$ cat src/rtl/assert_macros.svh
// assertion macros included by the rtl core
`ifndef ASSERT_MACROS_SVH
`define ASSERT_MACROS_SVH

`ifndef SYNTHESIS

// condition holds at every clock edge outside reset
`define CTSC_ASSERT_ALWAYS(lbl, clk, rst_n, cond) \
	lbl: assert property (@(posedge clk) disable iff (!rst_n) (cond)) \
		else $error("assertion failed");

// antecedent in this cycle implies consequent in the next cycle
`define CTSC_ASSERT_NEXT(lbl, clk, rst_n, ante, cons) \
	lbl: assert property (@(posedge clk) disable iff (!rst_n) (ante) |=> (cons)) \
		else $error("assertion failed");

`else

`define CTSC_ASSERT_ALWAYS(lbl, clk, rst_n, cond)
`define CTSC_ASSERT_NEXT(lbl, clk, rst_n, ante, cons)

`endif

`endif

$ cat src/rtl/ctsc_pkg.sv
// command codes, field widths and reset constants of the column texture scaler
package ctsc_pkg;

	typedef enum logic [1:0] {
		CMD_LOAD_TEXEL = 2'd0,
		CMD_LOAD_REMAP = 2'd1,
		CMD_START      = 2'd2,
		CMD_STEP       = 2'd3
	} cmd_t;

	localparam int COORD_W = 32;
	localparam int ADDR_W  = 14;
	localparam int PLANE_W = 4;
	localparam int ROW_W   = 8;
	localparam int COL_W   = 9;
	localparam int BYTE_W  = 8;
	localparam int DIV_CNT_W = 5;

	localparam logic [ROW_W-1:0] CENTER_ROW_RESET = 8'd100;

endpackage

$ cat src/rtl/column_texture_scaler_core.sv
// column texture scaler: texel and remap memories, start setup with modulo unit, pixel stepper
// pixel: a step transaction reads the texel memory, S_TEX reads the remap memory, and S_REM
//   loads the output register once it is free; in_stall holds off commands until then
// start: S_MUL, S_ADD; other heights add S_DIV (one remainder bit per cycle) and S_FIX
// loads: a finished pixel waits in the output register without blocking loads
// arst_n clears control state; center_row resets to 100; memories are not cleared
`include "assert_macros.svh"

module column_texture_scaler_core
	import ctsc_pkg::*;
#(
	parameter int TEX_DEPTH = 128,
	parameter int ROW_BYTES = 80,
	parameter int FRAC_BITS = 16
) (
	input  logic               clk,
	input  logic               arst_n,
	input  logic               cfg_write_en,
	input  logic [ROW_W-1:0]   cfg_write_data,
	input  logic               in_valid,
	output logic               in_stall,
	input  logic [1:0]         command,
	input  logic [BYTE_W-1:0]  table_index,
	input  logic [BYTE_W-1:0]  table_value,
	input  logic [COL_W-1:0]   column_x,
	input  logic [ROW_W-1:0]   top_row,
	input  logic [ROW_W-1:0]   bottom_row,
	input  logic [COORD_W-1:0] inv_scale,
	input  logic signed [COORD_W-1:0] texture_mid,
	input  logic [BYTE_W-1:0]  tex_height,
	output logic               out_valid,
	input  logic               out_stall,
	output logic [ADDR_W-1:0]  pixel_address,
	output logic [PLANE_W-1:0] plane_mask,
	output logic [BYTE_W-1:0]  pixel_color,
	output logic               last_pixel
);

	localparam int TEX_AW = (TEX_DEPTH > 1) ? $clog2(TEX_DEPTH) : 1;
	localparam int PW = BYTE_W + FRAC_BITS;
	localparam logic [ADDR_W-1:0] ROW_STEP = ADDR_W'(ROW_BYTES % (1 << ADDR_W));
	localparam logic [BYTE_W:0] TEX_LIMIT = (BYTE_W+1)'(TEX_DEPTH);

	function automatic logic [255:0][BYTE_W-1:0] build_mod_tbl();
		logic [255:0][BYTE_W-1:0] t;
		for (int k = 0; k < 256; k++) begin
			t[k] = BYTE_W'(k % TEX_DEPTH);
		end
		return t;
	endfunction

	localparam logic [255:0][BYTE_W-1:0] MOD_TBL = build_mod_tbl();

	typedef enum logic [2:0] {
		S_IDLE,
		S_MUL,
		S_ADD,
		S_DIV,
		S_FIX,
		S_TEX,
		S_REM
	} state_t;

	state_t state_q;

	logic [ROW_W-1:0]   center_row_q;
	logic [COORD_W-1:0] tex_coord_q;
	logic [COORD_W-1:0] step_value_q;
	logic [BYTE_W-1:0]  pixels_left_q;
	logic [ADDR_W-1:0]  cur_address_q;
	logic [PLANE_W-1:0] cur_plane_q;
	logic [BYTE_W-1:0]  wrap_height_q;
	logic               pow2_height_q;

	logic [COORD_W-1:0] mid_q;
	logic [ROW_W:0]     diff_q;
	logic [COORD_W-1:0] product_q;
	logic               neg_q;
	logic [COORD_W-1:0] mag_q;
	logic [PW-1:0]      rem_q;
	logic [DIV_CNT_W-1:0] div_cnt_q;

	logic [ADDR_W-1:0]  addr_s1;
	logic [PLANE_W-1:0] plane_s1;
	logic               last_s1;

	logic               out_valid_q;
	logic [ADDR_W-1:0]  pixel_address_q;
	logic [PLANE_W-1:0] plane_mask_q;
	logic [BYTE_W-1:0]  pixel_color_q;
	logic               last_pixel_q;

	logic [BYTE_W-1:0]  texel_mem [TEX_DEPTH];
	logic [BYTE_W-1:0]  remap_mem [256];
	logic [BYTE_W-1:0]  texel_rd_q;
	logic [BYTE_W-1:0]  remap_rd_q;

	logic               accept;
	cmd_t               cmd;
	logic               step_go;
	logic               tex_we;
	logic               remap_we;
	logic [TEX_AW-1:0]  tex_raddr;
	logic [BYTE_W-1:0]  idx_raw;
	logic [BYTE_W-1:0]  idx_masked;
	logic [PW-1:0]      period;
	logic [COORD_W-1:0] step_sum;
	logic [COORD_W-1:0] step_next;
	logic [ROW_W:0]     count_raw;
	logic [BYTE_W-1:0]  count_sat;
	logic [ADDR_W-1:0]  start_addr;
	logic [COORD_W-1:0] diff_ext;
	logic [COORD_W-1:0] frac_sum;
	logic [PW:0]        rem_sh;
	logic [PW-1:0]      rem_nx;
	logic [PW-1:0]      rem_fixed;
	logic               out_free;

	assign in_stall = (state_q != S_IDLE);
	assign accept   = in_valid && !in_stall;
	assign cmd      = cmd_t'(command);
	assign step_go  = accept && (cmd == CMD_STEP) && (pixels_left_q != '0);
	assign tex_we   = accept && (cmd == CMD_LOAD_TEXEL) && ({1'b0, table_index} < TEX_LIMIT);
	assign remap_we = accept && (cmd == CMD_LOAD_REMAP);
	assign out_free = !out_valid_q || !out_stall;

	assign period = {wrap_height_q, {FRAC_BITS{1'b0}}};

	// texel index: integer part, mask for power-of-two heights, then fold into the store
	assign idx_raw    = tex_coord_q[FRAC_BITS +: BYTE_W];
	assign idx_masked = pow2_height_q ? (idx_raw & (wrap_height_q - 8'd1)) : idx_raw;
	assign tex_raddr  = MOD_TBL[idx_masked][TEX_AW-1:0];

	// advance with a single wrap subtraction
	always_comb begin
		step_sum  = tex_coord_q + step_value_q;
		step_next = step_sum;
		if (!pow2_height_q && !step_sum[COORD_W-1] && (step_sum >= COORD_W'(period))) begin
			step_next = step_sum - COORD_W'(period);
		end
	end

	// start column setup
	always_comb begin
		count_raw  = {1'b0, bottom_row} - {1'b0, top_row} + 9'd1;
		if (bottom_row < top_row) begin
			count_sat = '0;
		end else if (count_raw[ROW_W]) begin
			count_sat = 8'hFF;
		end else begin
			count_sat = count_raw[BYTE_W-1:0];
		end
		start_addr = ADDR_W'(top_row) * ROW_STEP + ADDR_W'(column_x[COL_W-1:2]);
		diff_ext   = COORD_W'(signed'(diff_q));
		frac_sum   = mid_q + product_q;
	end

	// one remainder bit per cycle on the magnitude
	always_comb begin
		rem_sh = {rem_q, mag_q[COORD_W-1]};
		if (rem_sh >= {1'b0, period}) begin
			rem_nx = PW'(rem_sh - {1'b0, period});
		end else begin
			rem_nx = rem_sh[PW-1:0];
		end
		rem_fixed = (neg_q && (rem_q != '0)) ? (period - rem_q) : rem_q;
	end

	always_ff @(posedge clk) begin
		if (tex_we) begin
			texel_mem[table_index[TEX_AW-1:0]] <= table_value;
		end
		if (step_go) begin
			texel_rd_q <= texel_mem[tex_raddr];
		end
	end

	always_ff @(posedge clk) begin
		if (remap_we) begin
			remap_mem[table_index] <= table_value;
		end
		if (state_q == S_TEX) begin
			remap_rd_q <= remap_mem[texel_rd_q];
		end
	end

	always_ff @(posedge clk or negedge arst_n) begin
		if (!arst_n) begin
			state_q         <= S_IDLE;
			center_row_q    <= CENTER_ROW_RESET;
			tex_coord_q     <= '0;
			step_value_q    <= '0;
			pixels_left_q   <= '0;
			cur_address_q   <= '0;
			cur_plane_q     <= '0;
			wrap_height_q   <= 8'd1;
			pow2_height_q   <= 1'b1;
			mid_q           <= '0;
			diff_q          <= '0;
			product_q       <= '0;
			neg_q           <= 1'b0;
			mag_q           <= '0;
			rem_q           <= '0;
			div_cnt_q       <= '0;
			addr_s1         <= '0;
			plane_s1        <= '0;
			last_s1         <= 1'b0;
			out_valid_q     <= 1'b0;
			pixel_address_q <= '0;
			plane_mask_q    <= '0;
			pixel_color_q   <= '0;
			last_pixel_q    <= 1'b0;
		end else begin
			if (cfg_write_en) begin
				center_row_q <= cfg_write_data;
			end
			// in S_REM the output register is reloaded below instead
			if (out_valid_q && !out_stall && (state_q != S_REM)) begin
				out_valid_q <= 1'b0;
			end
			unique case (state_q)
				S_IDLE: begin
					if (accept && (cmd == CMD_START)) begin
						pixels_left_q <= count_sat;
						cur_address_q <= start_addr;
						cur_plane_q   <= PLANE_W'(1) << column_x[1:0];
						step_value_q  <= inv_scale;
						wrap_height_q <= tex_height;
						pow2_height_q <= ((tex_height & (tex_height - 8'd1)) == 8'd0);
						mid_q         <= texture_mid;
						diff_q        <= {1'b0, top_row} - {1'b0, center_row_q};
						state_q       <= S_MUL;
					end else if (step_go) begin
						addr_s1       <= cur_address_q;
						plane_s1      <= cur_plane_q;
						last_s1       <= (pixels_left_q == 8'd1);
						tex_coord_q   <= step_next;
						cur_address_q <= cur_address_q + ROW_STEP;
						pixels_left_q <= pixels_left_q - 8'd1;
						state_q       <= S_TEX;
					end
				end
				S_MUL: begin
					product_q <= diff_ext * step_value_q;
					state_q   <= S_ADD;
				end
				S_ADD: begin
					if (pow2_height_q) begin
						tex_coord_q <= frac_sum;
						state_q     <= S_IDLE;
					end else begin
						neg_q     <= frac_sum[COORD_W-1];
						mag_q     <= frac_sum[COORD_W-1] ? (~frac_sum + 32'd1) : frac_sum;
						rem_q     <= '0;
						div_cnt_q <= DIV_CNT_W'(COORD_W - 1);
						state_q   <= S_DIV;
					end
				end
				S_DIV: begin
					rem_q <= rem_nx;
					mag_q <= {mag_q[COORD_W-2:0], 1'b0};
					if (div_cnt_q == '0) begin
						state_q <= S_FIX;
					end else begin
						div_cnt_q <= div_cnt_q - 5'd1;
					end
				end
				S_FIX: begin
					tex_coord_q <= COORD_W'(rem_fixed);
					state_q     <= S_IDLE;
				end
				S_TEX: begin
					state_q <= S_REM;
				end
				S_REM: begin
					// hold the remap data until the output register frees up
					if (out_free) begin
						out_valid_q     <= 1'b1;
						pixel_address_q <= addr_s1;
						plane_mask_q    <= plane_s1;
						pixel_color_q   <= remap_rd_q;
						last_pixel_q    <= last_s1;
						state_q         <= S_IDLE;
					end
				end
				default: begin
					state_q <= S_IDLE;
				end
			endcase
		end
	end

	assign out_valid     = out_valid_q;
	assign pixel_address = pixel_address_q;
	assign plane_mask    = plane_mask_q;
	assign pixel_color   = pixel_color_q;
	assign last_pixel    = last_pixel_q;

	`CTSC_ASSERT_NEXT(a_pixel_count_dec, clk, arst_n, step_go, pixels_left_q == $past(pixels_left_q) - 8'd1)
	`CTSC_ASSERT_NEXT(a_mod_in_range, clk, arst_n, state_q == S_FIX, tex_coord_q < COORD_W'(period))
	`CTSC_ASSERT_ALWAYS(a_out_from_remap, clk, arst_n, !$rose(out_valid_q) || $past(state_q == S_REM))

endmodule
$ cat config.mk
export PLATFORM = sky130hd
export DESIGN_NAME = column_texture_scaler_core
export DESIGN_NICKNAME = d
export VERILOG_FILES = /design/src/rtl/ctsc_pkg.sv /design/src/rtl/column_texture_scaler_core.sv
export VERILOG_INCLUDE_DIRS = /design/src /design/src/rtl
export SDC_FILE = /design/constraint.sdc
export NUM_CORES = 2
export LEC_CHECK = 0
export BUFFER_PORTS_ARGS = -buffer_cell sky130_fd_sc_hd__buf_2
export CAP_MARGIN = 10
export CORE_ASPECT_RATIO = 0.7
export CORE_UTILIZATION = 35
export DETAILED_ROUTE_END_ITERATION = 10
export GPL_TIMING_DRIVEN = 0
export PLACE_DENSITY_LB_ADDON = 0.2
export SYNTH_ARGS = -nofsm -noshare
export SYNTH_HDL_FRONTEND = slang
export SYNTH_SLANG_ARGS = --single-unit
$ cat constraint.sdc
create_clock -name clk -period 6.85 [get_ports clk]
set_input_delay 1.0275 -clock clk [delete_from_list [all_inputs] [get_ports clk]]
set_output_delay 1.0275 -clock clk [all_outputs]
set_load 0.02 [all_outputs]
==> summary.md <==
| Metric | Value |
|---|---|
| Pleak | 0.05525 uW |
| First-pass GRT wire length | 613900 um |
| Per-cell routed wire length | 29.88 um |
| Crit-path max FO | 10 |
| TritonCTS clock tree | yes |
| Die Width | 772.5 um |
| Final min period | 6.697 ns |
| GRT overflow | 0 |
| Worst-Margin Slew | 1.345 ns |
| Post-synthesis xor/xnor area fraction | 1.180% |
| Post-synth EDFFs | 3088 |
| Synth Area per Inst | 17.67 um^2 |
| Remaining DRCs | 0 |
| Post-synth ARST share | 8.639% |
| Area growth from synthesis to layout | 13.84% |
| Mapped Nets | 8750 |
| Core area | 0.4126 mm^2 |
| CTS Hold Bufs | 0 |
| Floorplan row count | 197 |
| Utilization after layout | 40.12% |
| YS warnings | 0 |
| R2R depth | 13 |
| Largest net degree at the start of global routing | 151 |
| Worst reg2reg endpoint | texel_rd_q[2] |
| Main combinational cell family by area after synthesis | multiplexers |
| Post-synthesis compound-gate area fraction | 3.522% |
| TNS Setup | 0 ns |
| Unique cell type count in the Yosys netlist | 95 |
| Initial antenna violation count | 54 |
| Total Wirelength | 434500 um |
| Synth Area in Simple Gates | 5.602% |
| Setup violators final | 0 |
| Iter 0 DRT Violations | 9875 |
| Normalized max-slew margin | 9.702% |
| Layout cells sized above 1 | 19.74% |
| Tot GR Track Use | 20.50% |
| Pwr dens | 421.3 mW/mm^2 |
| Top Ports | 157 |
| IO buf count | 155 |
| Run status | completed |
| Crit path arrival time | 7.54 ns |
| Highest Clock Rate | 149.3 MHz |
| Clk_lat worst skew | 0.98 ns |
| Maxcap violations | 0 |
| CP Launch Type | flip-flop |
| Flop2flop setup slack | 0.15 ns |
| Die area | 0.4181 mm^2 |
| Vias in the first global route | 80310 |
| Chip Height | 541.3 um |
| Synthesized area | 0.1454 mm^2 |
| CTS clk-pin slew, worst paths | 0.08 ns |
| Yosys reg bits | 3380 |
| Worst min-delay path category | input port to async pin |
| # clock sinks | 3380 |
| Routed Antenna Nets | 0 |
| Tcrit/Tclk final | 97.77% |
| CP Capture Type | flip-flop |
| VDD IR max | 0.6341 mV |
| Register area share after synthesis | 68.79% |
| Multiplexer share of the synthesized area | 14.86% |
| Max-slew violations | 0 |
| Post-synth top flop | edfxtp_1 |
| DR pass1 iterations | 8 |
| Setup CP Type | flip-flop to flip-flop |
| Vias per cell | 5.564 |
| Reg-to-Reg Start | wrap_height_q[0] |
| Final setup skew | 0.08016 ns |
| Synth Area in Adders | 4.341% |
| Net count reported at finish | 9302 |
| Detail Placement HPWL | 304500 um |
| Gpl congestion | 0.8712 |
| Final hold slack | 0.1307 ns |
| Hold Vio Cnt, Final | 0 |
| Req. time, crit path | 7.69 ns |
| H-tree levels | 5 |
| Worst-case clock buffer depth | 4 |
| Mapped Cells | 8232 |
| Clock Root Buffer | clkbuf_16 |
| RSZ-0062 raised after global routing | true |
| Total CTS buffers | 338 |
| Routed vias | 80920 |
| Starting Density | 35.25% |
## synth_stat cells (all sizes together) (37+ instances only)
| library cell | n | share of area [%] |
|---|---|---|
| a31oi | 47 | 0.20 |
| dfrtp | 287 | 4.9 |
| xnor2 | 106 | 0.64 |
| edfxtp | 3088 | 64 |
| a211oi | 54 | 0.28 |
| nor2 | 506 | 1.3 |
| ha | 199 | 1.7 |
| nor2b | 49 | 0.21 |
| nand3 | 110 | 0.38 |
| and2 | 150 | 0.65 |
| o21ai | 214 | 0.74 |
| nand2 | 853 | 2.2 |
| a22oi | 38 | 0.20 |
| buf | 113 | 0.34 |
| mux4 | 936 | 14 |
| a21o | 78 | 0.40 |
| xor2 | 90 | 0.54 |
| clkbuf | 343 | 0.89 |
| nor3 | 37 | 0.13 |
| fa | 191 | 2.6 |
| a21oi | 145 | 0.51 |
| inv | 186 | 0.48 |
| and3 | 48 | 0.21 |
## sequential cells by signal, indices dropped and copies added (netlist names), 5 cells and up
name and count:
cur_address_q 14, center_row_q 8, product_q 32, texel_mem 1024, pixel_address 14, diff_q 9
remap_rd_q 8, mid_q 32, tex_coord_q 32, texel_rd_q 8, addr_s1 14, mag_q 32
step_value_q 32, pixel_color 8, rem_q 24, wrap_height_q 8, pixels_left_q 8, remap_mem 2048
div_cnt_q 5
## per-layer routing
metal	up-vias	part of all wire [%]	track usage (%)
met5	-	0.0062	0
met4	4	2.2	4.558
met3	511	9.2	4.669
met2	3426	42	28.47
met1	43560	47	32.49
li1	33430	-	-
## what timing repair did
item / in CTS / in global routing
buffers inserted: 0 / 0
hold endpoints to repair: 0 / 0
endpoints found under the setup margin: 9 / 23
gates resized for setup: 5 / 38
## kinds of logic (layout without fill, tap and decap cells)
group                      after synthesis  count (layout)
adders and majority gates              390             390
AOI/OAI and AO/OA                      779             779
muxes                                  985             985
other                                    0              14
and+or+nand+nor                       1860            1860
DFF                                   3380            3380
xor gates and xnor gates               196             196
buffers and inverters                  642            1467
## power by group
group	internal [uW]	switching (uW)	total, uW
combinational	10000	16800	26800
sequential	23300	851	24200
clock	10500	8280	18800
## how the worst max path moves through the flow
stage                   endpoint  cells past startpoint  slack, ns        startpoint
4_1_cts            product_q[25]                     22       0.05         diff_q[0]
3_5_place_dp       product_q[25]                     23      -0.44         diff_q[0]
3_3_place_gp   pixel_address[11]                      1      -1.14            arst_n
2_1_floorplan      product_q[27]                     23       1.46         diff_q[0]
6_report           texel_rd_q[2]                     13       0.15  wrap_height_q[0]
5_1_grt            product_q[25]                     19      -0.05         diff_q[2]
## worst max-delay path, cell delays in order, from the launching register on
cell	delay, ns
dfstp_2	0.63
inv_1	0.11
ha_1	0.26
xnor2_1	0.13
a21boi_0	0.17
clkbuf_1	0.96
clkdlybuf4s15_1	0.99
buf_1	0.76
clkbuf_1	0.65
a211oi_1	0.18
a311oi_1	1.04
a211oi_1	0.22
a211oi_1	0.32
a21o_1	0.16
## metrics by stage
stage	total power [uW]	setup slack, ns	cell area [um^2]	std cells
5_1_grt	73280	-0.05313	165500	14540
3_5_place_dp	51020	-0.4381	154200	13910
6_report	69750	0.1528	165600	14540
3_3_place_gp	50930	-1.139	153100	13860
2_1_floorplan	41460	1.461	145400	8232
4_1_cts	69890	0.05129	165200	14520
## cell type report
type,count,area [um^2]
diodes,14,35.03
plain buffers,454,1833
clock buffers,402,8832
clock inverters,211,2171
fillers,37160,247100
inverters,186,698.2
multi-input cells,4210,42970
flip-flops and latches,3380,100000
well taps,5472,6847
repair buffers,214,2130
## cell usage in the layout, fill, tap and decap left out, drive strengths merged, types with 199 or more instances in the layout
cell type | netlist | final
clkbuf | 343 | 740
mux4 | 936 | 936
nor2 | 506 | 506
dfrtp | 287 | 287
buf | 113 | 328
nand2 | 853 | 853
edfxtp | 3088 | 3088
o21ai | 214 | 214
ha | 199 | 199
inv | 186 | 205
(Power assumes the default switching activity.)
